**src/ppaq_pkg.sv**
```systemverilog
// ----------------------------------------------------------------------------
// ppaq_pkg: shared types and constants of the push-out admission queue
// Slot layout, status codes, register indexes and small helper functions.
// ----------------------------------------------------------------------------
package ppaq_pkg;

    localparam int QUEUE_DEPTH = 64;            // power of two: slot pointers wrap
    localparam int ADDR_W      = $clog2(QUEUE_DEPTH);
    localparam int CNT_W       = ADDR_W + 1;
    localparam int BATCH_ITEMS = 64;
    localparam int TAG_BITS    = 16;
    localparam int SIZE_BITS   = 20;
    localparam int BATCH_W     = 26;            // holds BATCH_ITEMS max-size entries
    localparam logic [19:0] NS_PER_MS = 20'd1000000;

    localparam logic [2:0] ST_ACCEPT  = 3'd0;
    localparam logic [2:0] ST_EVICTED = 3'd1;
    localparam logic [2:0] ST_FORCED  = 3'd2;
    localparam logic [2:0] ST_DROPPED = 3'd3;
    localparam logic [2:0] ST_DEQUEUE = 3'd4;
    localparam logic [2:0] ST_EMPTY   = 3'd5;

    localparam logic [1:0] REG_MAX_ITEMS   = 2'd0;
    localparam logic [1:0] REG_MAX_BYTES   = 2'd1;
    localparam logic [1:0] REG_SLOW_MS     = 2'd2;
    localparam logic [1:0] REG_BATCH_BYTES = 2'd3;

    localparam logic OP_ENQUEUE = 1'b0;
    localparam logic OP_DEQUEUE = 1'b1;

    typedef struct packed {
        logic [TAG_BITS-1:0]  tag;
        logic [SIZE_BITS-1:0] size;
        logic                 prio;
    } slot_t;

    function automatic logic [31:0] sat_inc(input logic [31:0] c);
        return (c == 32'hFFFF_FFFF) ? c : c + 32'd1;
    endfunction

    function automatic logic [31:0] sub_floor(input logic [31:0] sum,
                                              input logic [SIZE_BITS-1:0] size);
        logic [31:0] s;
        s = {{(32-SIZE_BITS){1'b0}}, size};
        return (s < sum) ? sum - s : 32'd0;
    endfunction

    function automatic logic is_full(input logic [CNT_W-1:0] occ,
                                     input logic [6:0] max_items,
                                     input logic [31:0] sum,
                                     input logic [SIZE_BITS-1:0] size,
                                     input logic [31:0] max_bytes);
        logic [32:0] total;
        total = {1'b0, sum} + {{(33-SIZE_BITS){1'b0}}, size};
        return ({{(7-CNT_W){1'b0}}, occ} >= max_items) ||
               (occ >= CNT_W'(QUEUE_DEPTH)) || (total > {1'b0, max_bytes});
    endfunction

endpackage

```
**src/ppaq_slot_ram.sv**
```systemverilog
// ----------------------------------------------------------------------------
// ppaq_slot_ram: slot storage
// One write port, one read port, registered read data.
// ----------------------------------------------------------------------------
module ppaq_slot_ram #(
    parameter int WIDTH = 37,
    parameter int DEPTH = 64
) (
    input  logic                     clk,
    input  logic                     we,
    input  logic [$clog2(DEPTH)-1:0] waddr,
    input  logic [WIDTH-1:0]         wdata,
    input  logic                     re,
    input  logic [$clog2(DEPTH)-1:0] raddr,
    output logic [WIDTH-1:0]         rdata
);

    logic [WIDTH-1:0] mem [DEPTH];
    logic [WIDTH-1:0] rdata_reg;

    always_ff @(posedge clk)
    begin
        if (we)
        begin
            mem[waddr] <= wdata;
        end
        if (re)
        begin
            rdata_reg <= mem[raddr];
        end
    end

    assign rdata = rdata_reg;

endmodule

```
**src/priority_pushout_admission_queue_unit.sv**
```systemverilog
// ----------------------------------------------------------------------------
// priority_pushout_admission_queue_unit: bounded record queue with push-out
// Enqueue classifies a record and admits, evicts or drops it; dequeue pops
// a batch bounded by item count and byte budget.
// ----------------------------------------------------------------------------
// Usage:
//  Input channel (in_valid / in_stall) carries one word per operation:
//  opcode 0 enqueues the record fields, opcode 1 dequeues a batch.
//  in_stall is high whenever an operation is in progress; one word at a time.
//  Enqueue: the record is registered, classified and then admitted, forced
//  or dropped; when eviction is needed the sequencer first walks every
//  queued slot, reading it and then keeping or evicting it. Dequeue: each
//  entry is read from its slot; unless it ends the batch by occupancy or
//  item count, the next entry is read and its budget checked before the
//  entry appears. Empty: the result is valid right at the accepting edge.
//  Each result sits in the output register until out_stall is low; the
//  sequencer waits there, so a stalled receiver simply holds the block.
//  last marks the final result of an operation.
//  Reset empties the queue, clears counters and loads register defaults;
//  slot storage is not cleared and needs no sweep.
//  APB registers at 0x0,0x4,0x8,0xC: max_items, max_bytes,
//  slow_threshold_ms, batch_max_bytes. Write only while idle.
// ----------------------------------------------------------------------------
module priority_pushout_admission_queue_unit (
    input  logic        clk,
    input  logic        rst_n,
    input  logic        psel,
    input  logic        penable,
    input  logic        pwrite,
    input  logic [3:0]  paddr,
    input  logic [31:0] pwdata,
    output logic [31:0] prdata,
    output logic        pready,
    input  logic        in_valid,
    output logic        in_stall,
    input  logic        opcode,
    input  logic [15:0] record_tag,
    input  logic [19:0] record_size,
    input  logic        is_structural,
    input  logic        has_parent,
    input  logic        is_error,
    input  logic [62:0] start_ns,
    input  logic [62:0] end_ns,
    output logic        out_valid,
    input  logic        out_stall,
    output logic [2:0]  status,
    output logic [6:0]  evicted_count,
    output logic [15:0] out_tag,
    output logic [19:0] out_bytes,
    output logic        out_high_priority,
    output logic        last,
    output logic [6:0]  queued_items,
    output logic [31:0] queued_total_bytes,
    output logic [31:0] dropped_total,
    output logic [31:0] full_total
);

    import ppaq_pkg::*;

    localparam logic [3:0] S_IDLE    = 4'd0;
    localparam logic [3:0] S_CLS1    = 4'd1;
    localparam logic [3:0] S_CLS2    = 4'd2;
    localparam logic [3:0] S_DEC     = 4'd3;
    localparam logic [3:0] S_EV_RD   = 4'd4;
    localparam logic [3:0] S_EV_PROC = 4'd5;
    localparam logic [3:0] S_EV_END  = 4'd6;
    localparam logic [3:0] S_DQ_TAKE = 4'd7;
    localparam logic [3:0] S_DQ_CHK  = 4'd8;
    localparam logic [3:0] S_OUT     = 4'd9;

    // configuration
    logic [6:0]  max_items_reg;
    logic [31:0] max_bytes_reg, slow_ms_reg, batch_lim_reg;
    logic        cfg_wr;

    // control state
    logic [3:0]        state_reg, state_next;
    logic [ADDR_W-1:0] head_reg, head_next;
    logic [CNT_W-1:0]  occ_reg, occ_next;
    logic [31:0]       sum_reg, sum_next;
    logic [31:0]       drop_reg, drop_next;
    logic [31:0]       full_reg, full_next;
    logic [CNT_W-1:0]  scan_reg, scan_next;     // read position of eviction walk
    logic [CNT_W-1:0]  keep_reg, keep_next;     // write position of eviction walk
    logic [CNT_W-1:0]  orig_reg, orig_next;
    logic [6:0]        evict_reg, evict_next;
    logic [BATCH_W-1:0] batch_reg, batch_next;
    logic [6:0]        n_reg, n_next;
    logic              out_valid_reg, out_valid_next;

    // captured word and classification
    logic [TAG_BITS-1:0]  rec_tag_reg;
    logic [SIZE_BITS-1:0] rec_bytes_reg;
    logic                 rec_struct_reg, rec_root_reg, rec_err_reg;
    logic [62:0]          rec_start_reg, rec_end_reg;
    logic [62:0]          diff_reg;
    logic                 gt_reg;
    logic [51:0]          prod_reg;
    logic                 high_reg, high_next;

    // output payload
    logic [2:0]  out_status_reg, out_status_next;
    logic [6:0]  out_evict_reg, out_evict_next;
    logic [15:0] out_tag_reg, out_tag_next;
    logic [19:0] out_bytes_reg, out_bytes_next;
    logic        out_prio_reg, out_prio_next;
    logic        out_last_reg, out_last_next;

    // slot memory port
    logic              mem_we, mem_re;
    logic [ADDR_W-1:0] mem_waddr, mem_raddr;
    slot_t             mem_wdata, mem_rdata;

    logic in_acc, out_acc, full_now;
    logic [32:0] batch_try;

    assign pready = 1'b1;
    assign cfg_wr = psel & penable & pwrite;

    always_comb
    begin
        unique case (paddr[3:2])
            REG_MAX_ITEMS:   prdata = {25'd0, max_items_reg};
            REG_MAX_BYTES:   prdata = max_bytes_reg;
            REG_SLOW_MS:     prdata = slow_ms_reg;
            REG_BATCH_BYTES: prdata = batch_lim_reg;
            default:         prdata = 32'd0;
        endcase
    end

    always_ff @(posedge clk or negedge rst_n)
    begin
        if (!rst_n)
        begin
            max_items_reg   <= 7'd64;
            max_bytes_reg   <= 32'd4194304;
            slow_ms_reg     <= 32'd0;
            batch_lim_reg   <= 32'd524288;
        end
        else if (cfg_wr)
        begin
            unique case (paddr[3:2])
                REG_MAX_ITEMS:   max_items_reg   <= pwdata[6:0];
                REG_MAX_BYTES:   max_bytes_reg   <= pwdata;
                REG_SLOW_MS:     slow_ms_reg     <= pwdata;
                REG_BATCH_BYTES: batch_lim_reg   <= pwdata;
                default:         ;
            endcase
        end
    end

    ppaq_slot_ram #(
        .WIDTH ($bits(slot_t)),
        .DEPTH (QUEUE_DEPTH)
    ) u_slots (
        .clk   (clk),
        .we    (mem_we),
        .waddr (mem_waddr),
        .wdata (mem_wdata),
        .re    (mem_re),
        .raddr (mem_raddr),
        .rdata (mem_rdata)
    );

    assign in_stall = (state_reg != S_IDLE);
    assign in_acc   = in_valid & ~in_stall;
    assign out_acc  = out_valid_reg & ~out_stall;
    assign full_now = is_full(occ_reg, max_items_reg, sum_reg, rec_bytes_reg, max_bytes_reg);
    assign batch_try = {{(33-BATCH_W){1'b0}}, batch_reg}
                     + {{(33-SIZE_BITS){1'b0}}, mem_rdata.size};

    always_comb
    begin
        state_next      = state_reg;
        head_next       = head_reg;
        occ_next        = occ_reg;
        sum_next        = sum_reg;
        drop_next       = drop_reg;
        full_next       = full_reg;
        scan_next       = scan_reg;
        keep_next       = keep_reg;
        orig_next       = orig_reg;
        evict_next      = evict_reg;
        batch_next      = batch_reg;
        n_next          = n_reg;
        high_next       = high_reg;
        out_valid_next  = out_valid_reg;
        out_status_next = out_status_reg;
        out_evict_next  = out_evict_reg;
        out_tag_next    = out_tag_reg;
        out_bytes_next  = out_bytes_reg;
        out_prio_next   = out_prio_reg;
        out_last_next   = out_last_reg;
        mem_we          = 1'b0;
        mem_waddr       = head_reg + occ_reg[ADDR_W-1:0];
        mem_wdata       = '{tag: rec_tag_reg, size: rec_bytes_reg, prio: 1'b1};
        mem_re          = 1'b0;
        mem_raddr       = head_reg;

        unique case (state_reg)
            S_IDLE:
            begin
                if (in_acc)
                begin
                    out_tag_next   = '0;
                    out_bytes_next = '0;
                    out_prio_next  = 1'b0;
                    out_evict_next = '0;
                    out_last_next  = 1'b1;
                    if (opcode == OP_ENQUEUE)
                    begin
                        state_next = S_CLS1;
                    end
                    else if (occ_reg == '0)
                    begin
                        out_status_next = ST_EMPTY;
                        out_valid_next  = 1'b1;
                        state_next      = S_OUT;
                    end
                    else
                    begin
                        mem_re     = 1'b1;
                        n_next     = '0;
                        batch_next = '0;
                        state_next = S_DQ_TAKE;
                    end
                end
            end
            S_CLS1:
            begin
                state_next = S_CLS2;
            end
            S_CLS2:
            begin
                high_next = rec_struct_reg | rec_root_reg | rec_err_reg |
                            ((slow_ms_reg != 32'd0) && gt_reg &&
                             (diff_reg >= {11'd0, prod_reg}));
                state_next = S_DEC;
            end
            S_DEC:
            begin
                if (!full_now)
                begin
                    mem_we          = 1'b1;
                    mem_wdata.prio  = high_reg;
                    occ_next        = occ_reg + 1'b1;
                    sum_next        = sum_reg + {12'd0, rec_bytes_reg};
                    out_status_next = ST_ACCEPT;
                    out_valid_next  = 1'b1;
                    state_next      = S_OUT;
                end
                else
                begin
                    full_next = sat_inc(full_reg);
                    if (rec_struct_reg)
                    begin
                        if (occ_reg < CNT_W'(QUEUE_DEPTH))
                        begin
                            mem_we          = 1'b1;
                            occ_next        = occ_reg + 1'b1;
                            sum_next        = sum_reg + {12'd0, rec_bytes_reg};
                            out_status_next = ST_FORCED;
                        end
                        else
                        begin
                            drop_next       = sat_inc(drop_reg);
                            out_status_next = ST_DROPPED;
                        end
                        out_valid_next = 1'b1;
                        state_next     = S_OUT;
                    end
                    else if (high_reg)
                    begin
                        scan_next  = '0;
                        keep_next  = '0;
                        orig_next  = occ_reg;
                        evict_next = '0;
                        state_next = S_EV_RD;
                    end
                    else
                    begin
                        drop_next       = sat_inc(drop_reg);
                        out_status_next = ST_DROPPED;
                        out_valid_next  = 1'b1;
                        state_next      = S_OUT;
                    end
                end
            end
            S_EV_RD:
            begin
                if (scan_reg == orig_reg)
                begin
                    state_next = S_EV_END;
                end
                else
                begin
                    mem_re     = 1'b1;
                    mem_raddr  = head_reg + scan_reg[ADDR_W-1:0];
                    state_next = S_EV_PROC;
                end
            end
            S_EV_PROC:
            begin
                // oldest low-priority entries go while the record still does not fit
                if (!mem_rdata.prio && full_now)
                begin
                    occ_next   = occ_reg - 1'b1;
                    sum_next   = sub_floor(sum_reg, mem_rdata.size);
                    drop_next  = sat_inc(drop_reg);
                    evict_next = evict_reg + 7'd1;
                end
                else
                begin
                    mem_we    = 1'b1;
                    mem_waddr = head_reg + keep_reg[ADDR_W-1:0];
                    mem_wdata = mem_rdata;
                    keep_next = keep_reg + 1'b1;
                end
                scan_next  = scan_reg + 1'b1;
                state_next = S_EV_RD;
            end
            S_EV_END:
            begin
                out_evict_next = evict_reg;
                if ((evict_reg != 7'd0) && !full_now)
                begin
                    mem_we          = 1'b1;
                    occ_next        = occ_reg + 1'b1;
                    sum_next        = sum_reg + {12'd0, rec_bytes_reg};
                    out_status_next = ST_EVICTED;
                end
                else
                begin
                    drop_next       = sat_inc(drop_reg);
                    out_status_next = ST_DROPPED;
                end
                out_valid_next = 1'b1;
                state_next     = S_OUT;
            end
            S_DQ_TAKE:
            begin
                out_status_next = ST_DEQUEUE;
                out_evict_next  = '0;
                out_tag_next    = mem_rdata.tag;
                out_bytes_next  = mem_rdata.size;
                out_prio_next   = mem_rdata.prio;
                batch_next      = batch_try[BATCH_W-1:0];
                head_next       = head_reg + 1'b1;
                occ_next        = occ_reg - 1'b1;
                sum_next        = sub_floor(sum_reg, mem_rdata.size);
                n_next          = n_reg + 7'd1;
                if ((occ_reg == CNT_W'(1)) || (n_reg == 7'(BATCH_ITEMS - 1)))
                begin
                    out_last_next  = 1'b1;
                    out_valid_next = 1'b1;
                    state_next     = S_OUT;
                end
                else
                begin
                    // fetch the next head to decide whether this word is last
                    mem_re     = 1'b1;
                    mem_raddr  = head_reg + 1'b1;
                    state_next = S_DQ_CHK;
                end
            end
            S_DQ_CHK:
            begin
                out_last_next  = (batch_try > {1'b0, batch_lim_reg});
                out_valid_next = 1'b1;
                state_next     = S_OUT;
            end
            S_OUT:
            begin
                if (out_acc)
                begin
                    out_valid_next = 1'b0;
                    state_next     = out_last_reg ? S_IDLE : S_DQ_TAKE;
                end
            end
            default:
            begin
                state_next = S_IDLE;
            end
        endcase
    end

    always_ff @(posedge clk or negedge rst_n)
    begin
        if (!rst_n)
        begin
            state_reg     <= S_IDLE;
            head_reg      <= '0;
            occ_reg       <= '0;
            sum_reg       <= '0;
            drop_reg      <= '0;
            full_reg      <= '0;
            scan_reg      <= '0;
            keep_reg      <= '0;
            orig_reg      <= '0;
            evict_reg     <= '0;
            batch_reg     <= '0;
            n_reg         <= '0;
            out_valid_reg <= 1'b0;
        end
        else
        begin
            state_reg     <= state_next;
            head_reg      <= head_next;
            occ_reg       <= occ_next;
            sum_reg       <= sum_next;
            drop_reg      <= drop_next;
            full_reg      <= full_next;
            scan_reg      <= scan_next;
            keep_reg      <= keep_next;
            orig_reg      <= orig_next;
            evict_reg     <= evict_next;
            batch_reg     <= batch_next;
            n_reg         <= n_next;
            out_valid_reg <= out_valid_next;
        end
    end

    always_ff @(posedge clk)
    begin
        if (in_acc)
        begin
            rec_tag_reg    <= record_tag;
            rec_bytes_reg  <= record_size;
            rec_struct_reg <= is_structural;
            rec_root_reg   <= ~has_parent;
            rec_err_reg    <= is_error;
            rec_start_reg  <= start_ns;
            rec_end_reg    <= end_ns;
        end
        if (state_reg == S_CLS1)
        begin
            // floor(d / 1e6) >= t  <=>  d >= t * 1e6
            diff_reg <= rec_end_reg - rec_start_reg;
            gt_reg   <= (rec_end_reg > rec_start_reg);
            prod_reg <= slow_ms_reg * NS_PER_MS;
        end
        high_reg       <= high_next;
        out_status_reg <= out_status_next;
        out_evict_reg  <= out_evict_next;
        out_tag_reg    <= out_tag_next;
        out_bytes_reg  <= out_bytes_next;
        out_prio_reg   <= out_prio_next;
        out_last_reg   <= out_last_next;
    end

    assign out_valid          = out_valid_reg;
    assign status             = out_status_reg;
    assign evicted_count      = out_evict_reg;
    assign out_tag            = out_tag_reg;
    assign out_bytes          = out_bytes_reg;
    assign out_high_priority  = out_prio_reg;
    assign last               = out_last_reg;
    assign queued_items       = {{(7-CNT_W){1'b0}}, occ_reg};
    assign queued_total_bytes = sum_reg;
    assign dropped_total      = drop_reg;
    assign full_total         = full_reg;

    a_occ_bound: assert property (@(posedge clk) disable iff (!rst_n)
        occ_reg <= CNT_W'(QUEUE_DEPTH))
        else $error("occupancy beyond depth");

    a_out_in_state: assert property (@(posedge clk) disable iff (!rst_n)
        out_valid_reg |-> (state_reg == S_OUT))
        else $error("result shown outside output state");

    a_idle_no_word: assert property (@(posedge clk) disable iff (!rst_n)
        !in_stall |-> !out_valid_reg)
        else $error("ready while a result waits");

    a_evict_status: assert property (@(posedge clk) disable iff (!rst_n)
        (out_valid_reg && (out_evict_reg != 7'd0)) |->
        ((out_status_reg == ST_EVICTED) || (out_status_reg == ST_DROPPED)))
        else $error("eviction count on wrong status");

    a_walk_order: assert property (@(posedge clk) disable iff (!rst_n)
        (state_reg == S_EV_PROC) |-> (keep_reg <= scan_reg))
        else $error("compaction write passed read");

endmodule

```
**config.mk**
```make
export PLATFORM = sky130hd
export DESIGN_NAME = priority_pushout_admission_queue_unit
export DESIGN_NICKNAME = d
export VERILOG_FILES = /design/src/ppaq_pkg.sv /design/src/ppaq_slot_ram.sv /design/src/priority_pushout_admission_queue_unit.sv
export SDC_FILE = /design/constraint.sdc
export NUM_CORES = 2
export LEC_CHECK = 0
export BUFFER_PORTS_ARGS = -buffer_cell sky130_fd_sc_hd__buf_2
export CORE_AREA = 2 2 552 554
export DETAILED_ROUTE_END_ITERATION = 6
export DIE_AREA = 0 0 554 556
export PLACE_DENSITY = 0.62
export SLEW_MARGIN = 20
export SYNTH_ARGS = -nofsm -noshare
export SYNTH_HDL_FRONTEND = slang
export SYNTH_SLANG_ARGS = --single-unit
```
**constraint.sdc**
```tcl
create_clock -name clk -period 19.3 [get_ports clk]
set_clock_uncertainty 0.15 [all_clocks]
set_input_delay 3.86 -clock clk [delete_from_list [all_inputs] [get_ports clk]]
set_output_delay 3.86 -clock clk [all_outputs]
set_load 0.02 [all_outputs]
```
* After elaboration in Yosys (flattened, before gate mapping)
Memory sizes are Yosys's and may differ from the RTL's. A register that Yosys moved wholly into a read port is not among the register bits.
Index checks and enable logic that the tools add are counted.
Widths: inputs -> output; s select.
** Storage, ports and cells
- Flip-flop bits (word level) :: 602
- Output and inout port bits :: 186
- RAM bits :: 2368
- Memories :: 1
- Input port bits :: 209
- Word-level logic and storage cells :: 250
** Memory list
- u_slots.mem :: depth 64, width 37, read ports 1, clocked after memory_dff 1, write ports 1, line ppaq_slot_ram.sv:18 : logic [WIDTH-1:0] mem [DEPTH];
** Operators by class
- Equal/unequal tests :: 35
- Add/sub/neg operators :: 17
- Mux-type cells :: 100
- Order comparisons :: 8
- Reduce and logical (&&, ||, !) cells :: 42
- Multipliers :: 1
- Bitwise gates (word level) :: 12
** Operator list (number)
- $mux 32 :: 13
- $pmux 32 s4 :: 2
- $mux 7 :: 14
- $pmux 32 s3 :: 1
- $mux 26 :: 3
- $add 32x1->32 const B :: 2
- $eq 32x32->1 const B :: 2
- $ge 63x52->1 :: 1
- $gt 63x63->1 :: 1
- $sub 63x63->63 :: 1
- $pmux 7 s2 :: 4
- $pmux 26 s2 :: 1
- $mul 32x14->46 const B :: 1
- $pmux 20 s2 :: 1
- $mux 37 :: 1
- $mux 36 :: 1
- $pmux 4 s9 :: 1
- $add 7x1->7 const B :: 5
- $add 32x20->33 :: 1
- $gt 33x32->1 :: 1
- $add 32x20->32 :: 1
- $gt 27x32->1 :: 1
- $lt 20x32->1 :: 1
- $pmux 16 s2 :: 1
- 56 further kinds :: 154

* Depth between registers and ports, before layout
- Word-level depth :: 9
- Gate-level depth with buffers :: 24

* Modules after synthesis
From an unflattened synthesis, not the netlist that was laid out.
** Second synthesis, totals
- Cell total of the unflattened synthesis :: 8135
- Area total of the unflattened synthesis :: 133047.6 µm²
** By module, submodules not included
- ppaq_slot_ram :: cells each 4066, seq. area each 72219.3 µm², times used 1, area each 91462.7 µm²
- priority_pushout_admission_queue_unit :: cells each 4069, seq. area each 16664.7 µm², times used 1, area each 41584.9 µm²

* Least setup slack after synthesis
No wires, ideal clock.
- Path type :: input to register
- From :: in in_valid
- To :: reg out_bytes_reg[0], in the netlist out_bytes[0] (enable)
- Stages on the path :: 2
- Arrival time :: 8.856 ns
- Buffers on the path :: 0
- Data required time :: 18.751 ns
- Setup time :: 0.399 ns
- Slack :: 9.895 ns
- Path through :: and2_1 -> nand2b_1
** On the way
- Cells in the longest elaborated chain, start to end :: 3
** Ends and longest elaborated chain
- start: declaration :: line priority_pushout_admission_queue_unit.sv:34 : input logic in_valid,
- $and 1x1->1 :: line priority_pushout_admission_queue_unit.sv:166 : assign in_acc = in_valid & ~in_stall;
- $ne 2x2->1 (no source line)
- $reduce_and 2->1 (no source line)
- end signal: assignment :: line priority_pushout_admission_queue_unit.sv:446 : out_bytes_reg <= out_bytes_next;
- end: declaration :: line priority_pushout_admission_queue_unit.sv:105 : logic [19:0] out_bytes_reg, out_bytes_next;
No other way between the ends.
A chain may end at the register's enable or synchronous reset.

* Final worst setup path
- From :: reg sum_reg[1], in the netlist queued_total_bytes[1]
- To :: mem u_slots.mem[2][21] (enable)
** On the way
- Cells in the longest elaborated chain, start to end :: 9
- Elaborated cells between the ends (all ways) :: 14
- Classes of those cells :: add/sub: 1; order compare: 1; mux: 8; reduce/logical: 4
** Ends and longest elaborated chain
- start: declaration :: line priority_pushout_admission_queue_unit.sv:80 : logic [31:0] sum_reg, sum_next;
- start signal: assignment :: line priority_pushout_admission_queue_unit.sv:410 : sum_reg <= sum_next;
- $add 32x20->33 * :: line ppaq_pkg.sv:54 : total = {1'b0, sum} + {{(33-SIZE_BITS){1'b0}}, size};
- $gt 33x32->1 * :: line ppaq_pkg.sv:56 : (occ >= CNT_W'(QUEUE_DEPTH)) || (total > {1'b0, max_bytes});
- $logic_or 1x1->1 * :: line ppaq_pkg.sv:56
- $logic_not 1->1 :: line priority_pushout_admission_queue_unit.sv:325 : if ((evict_reg != 7'd0) && !full_now)
- $logic_and 1x1->1 :: line priority_pushout_admission_queue_unit.sv:325
- $mux 1 :: line priority_pushout_admission_queue_unit.sv:325
- $pmux 1 s3 :: line priority_pushout_admission_queue_unit.sv:200 : unique case (state_reg)
- $mux 1 :: line ppaq_slot_ram.sv:23 : if (we)
- $mux 1 (not written as such) :: line ppaq_slot_ram.sv:25 : mem[waddr] <= wdata;
- end: declaration :: line ppaq_slot_ram.sv:18
Every way passes the cells marked *; elsewhere a longest branch is shown, timed or not.

==> results.cfg <==
[placement]
port-buffer-count = 391
gp_congestion = 0.894
place_area_sq_um = 142000
hpwlAfterDp_microns = 233000
place_ws_ns = 9.66

[clock_tree]
numCtsBuffers = 321
cts_resized = 0
cts.sinks = 3006
clock-root-buffer = clkbuf_16
cts_max_level = 5
cts_buffer_depth = 4
clk_pin_slew_ns = 0.06
cts_tree = done
postCtsSetupBuffers = 0
clk_latency_ns = 0.91
ctsHoldBuffers = 0

[setup_path]
reg2regPathDepth = 22
cp_data_required_time_ns = 19.68
critical_path_class = flip-flop to flip-flop
crit_path_top_delay_cell = o21a_2
crit_arrival_ns = 10.22
r2r_slack_ns = 9.45
cp-start-kind = flip-flop
cp_slowest_stage_delay_ns = 0.90
crit_family = compound AO/OA/AOI/OAI gates
critPathCaptureType = flip-flop
cp_max_fo = 40
path_cells = ha_1 -> a211oi_1 -> o211ai_1 -> nand3_1 -> a41oi_1 -> a311o_1 -> a31oi_1 -> nand2b_1 -> nor2_1 -> xor2_1 -> ha_1 -> nand4_1 -> nor4_1 -> nand2_1 -> o22a_1 -> a221oi_1 -> and3_1 -> o21a_2 -> nand3_1 -> a21o_1 -> nor2_4 -> buf_4
critPathBufInv = 1
rr_startpoint = queued_total_bytes[1]
r2r_end = u_slots.mem[2][21]
setup.worst_path.start = queued_total_bytes[1]

[finish]
top_register = u_slots.mem
final_area_sq_um = 153000
fin_nets = 11800
syn_to_final_growth_pct = 13.1
fin_util_pct = 50.7
largest_register_ffs = 2368
drive_gt1_share_pct = 11.3

[power]
p_per_area_nw_per_um2 = 140
clockPowerShare_pct = 29.1
power_frac_comb_pct = 35.5
p_seq_share_pct = 35.4
cellLeakagePower_nw = 55.9
internal_power_mw = 14.4
p_sw_share_pct = 32.6
p_switching_mw = 6.98
peakVddDrop_mv = 0.523

[worst_hold_path]
holdPathStages = 1
hold_path_startpoint = dropped_total[14]
hp-class = flip-flop to flip-flop
hold_path_end = dropped_total[14]

[logic_synthesis]
avgSynthCellArea_sq_um = 12.6
ys_async_sr_fraction_pct = 9.21
synth_cells = 10700
synth_top_area_share_pct = 60.5
yosys.area.top_type = edfxtp_1
synth_most_common_cell = edfxtp_1
syn-cell-area_sq_um = 135000
synthFlopType = edfxtp_1
synth-seq-cells = 3006
synthDistinctLibCells = 91
synth_edf_count = 2729
synth_area_leaders = edfxtp_1, nand2_1, dfrtp_1
yosys-top-cells-count = edfxtp_1, nand2_1, nand3_1
yosysWarnings = 0
synth-seq-area-share_pct = 65.6
syn_nets = 11500

[die]
rows = 202
core_sq_um = 302000
io_pins = 395
start_util_pct = 44.8
die_h_microns = 556
die_w_microns = 554
die_area_sq_um = 308000

[global_route]
grt_pass1_wl_microns = 567000
antenna_found_initial = 39
grt_remaining_overflow = 0
groute.usage.overall_pct = 24.6
grt_max_degree = 152
grt_pass1_vias = 85800

[drt]
wl_per_cell_microns = 25.4
drt_wl_total_microns = 389000
drtPass1Iterations = 6
drt_iter0_drc = 10800
vias = 90500
antenna_left = 0
post_drt_via_cell_ratio = 5.90
drc = 0

[timing]
setup_viol = 0
drv_slew = 0
finalHoldViolations = 0
slew_headroom_pct = 25.1
setup_tns_ns = 0
rsz0062_at_grt = false
tightest_slew_ns = 1.12
clock.fmax_ghz = 0.102
post-route-min-period_ns = 9.85
fin_ws_ns = 9.45
period_share_pct = 51.0

[outcome]
outcome = finished clean

[run]
cap_viol_max_count = 0
kinds of logic after synthesis:
logic type / after synthesis / synth area share, %
AO/OA/AOI/OAI: 1560 / 8.14
XOR/XNOR: 281 / 1.82
adder cells (fa/ha/maj): 573 / 6.08
buffers and inverters: 1080 / 3.29
flip-flops: 3006 / 65.6
multiplexers: 187 / 1.49
other: 1 / 0.00277
AND/OR/NAND/NOR: 4049 / 13.6
worst max-delay path by stage:
stage | end | slack, ns | cells past startpoint
after floorplan | out_bytes[0] | 9.90 | 2
after global placement | prdata[12] | 9.66 | 5
after detailed placement | prdata[12] | 9.66 | 5
after CTS | u_slots.mem[2][22] | 9.61 | 22
after global routing | u_slots.mem[2][17] | 9.16 | 22
final | u_slots.mem[2][21] | 9.45 | 22
layout make-up:
cell class                      instances  area [sq um]
Antenna cell                           38          95.1
Clock buffer                          412          8620
Clock inverter                        174          2020
Fill cell                           25400        149000
Inverter                              498          1870
Multi-Input combinational cell       6651         43200
Sequential cell                      3006         88900
Tap cell                             3978          4980
Timing Repair Buffer                  587          3540
layout by cell type (no fill, tap or decap), types with 214 or more instances in the layout:
cell,instances
nand2_1,2090
o21ai_0,266
a211oi_1,232
edfxtp_1,2729
inv_1,498
buf_2,390
dfrtp_1,274
nand3_1,826
clkbuf_16,325
nand4_1,227
ha_1,431
nor2_1,214
worst reg2reg max path: stages, from the launching register on:
cell	delay [ns]
dfrtp_1	0.47
ha_1	0.35
a211oi_1	0.35
o211ai_1	0.23
nand3_1	0.14
a41oi_1	0.32
a311o_1	0.51
a31oi_1	0.52
nand2b_1	0.31
nor2_1	0.10
xor2_1	0.19
ha_1	0.35
nand4_1	0.23
nor4_1	0.41
nand2_1	0.15
o22a_1	0.28
a221oi_1	0.73
and3_1	0.68
o21a_2	0.91
nand3_1	0.27
a21o_1	0.57
nor2_4	0.74
buf_4	0.51
metal layers:
metal  up-vias  share of wire [%]  GRT usage, %
met5         -              0.012             0
met4         8                2.3          5.91
met3       565                9.7          5.01
met2      4181                 45          37.8
met1     45600                 43          35.8
li1      40100                  -             -
per-stage QoR:
| step | power [mW] | hold WS (ns) | instances |
|---|---|---|---|
| final | 21.4 | 0.338 | 15300 |
| after global routing | 22.9 | 0.353 | 15300 |
| after CTS | 21.6 | 0.338 | 15300 |
| after detailed placement | 15.3 | 0.330 | 14700 |
| after global placement | 15.2 | 0.323 | 14700 |
| after floorplan | 13.6 | 0.308 | 10700 |
power by group through the flow:
stage	clock [mW]	combinational [mW]	sequential [mW]
finish	6.22	7.60	7.58
global route	6.57	8.70	7.59
CTS	6.31	7.68	7.58
detailed placement	0	7.57	7.72
global placement	0	7.52	7.72
floorplan	0	5.96	7.68
Power figures use the tool's default switching activity.
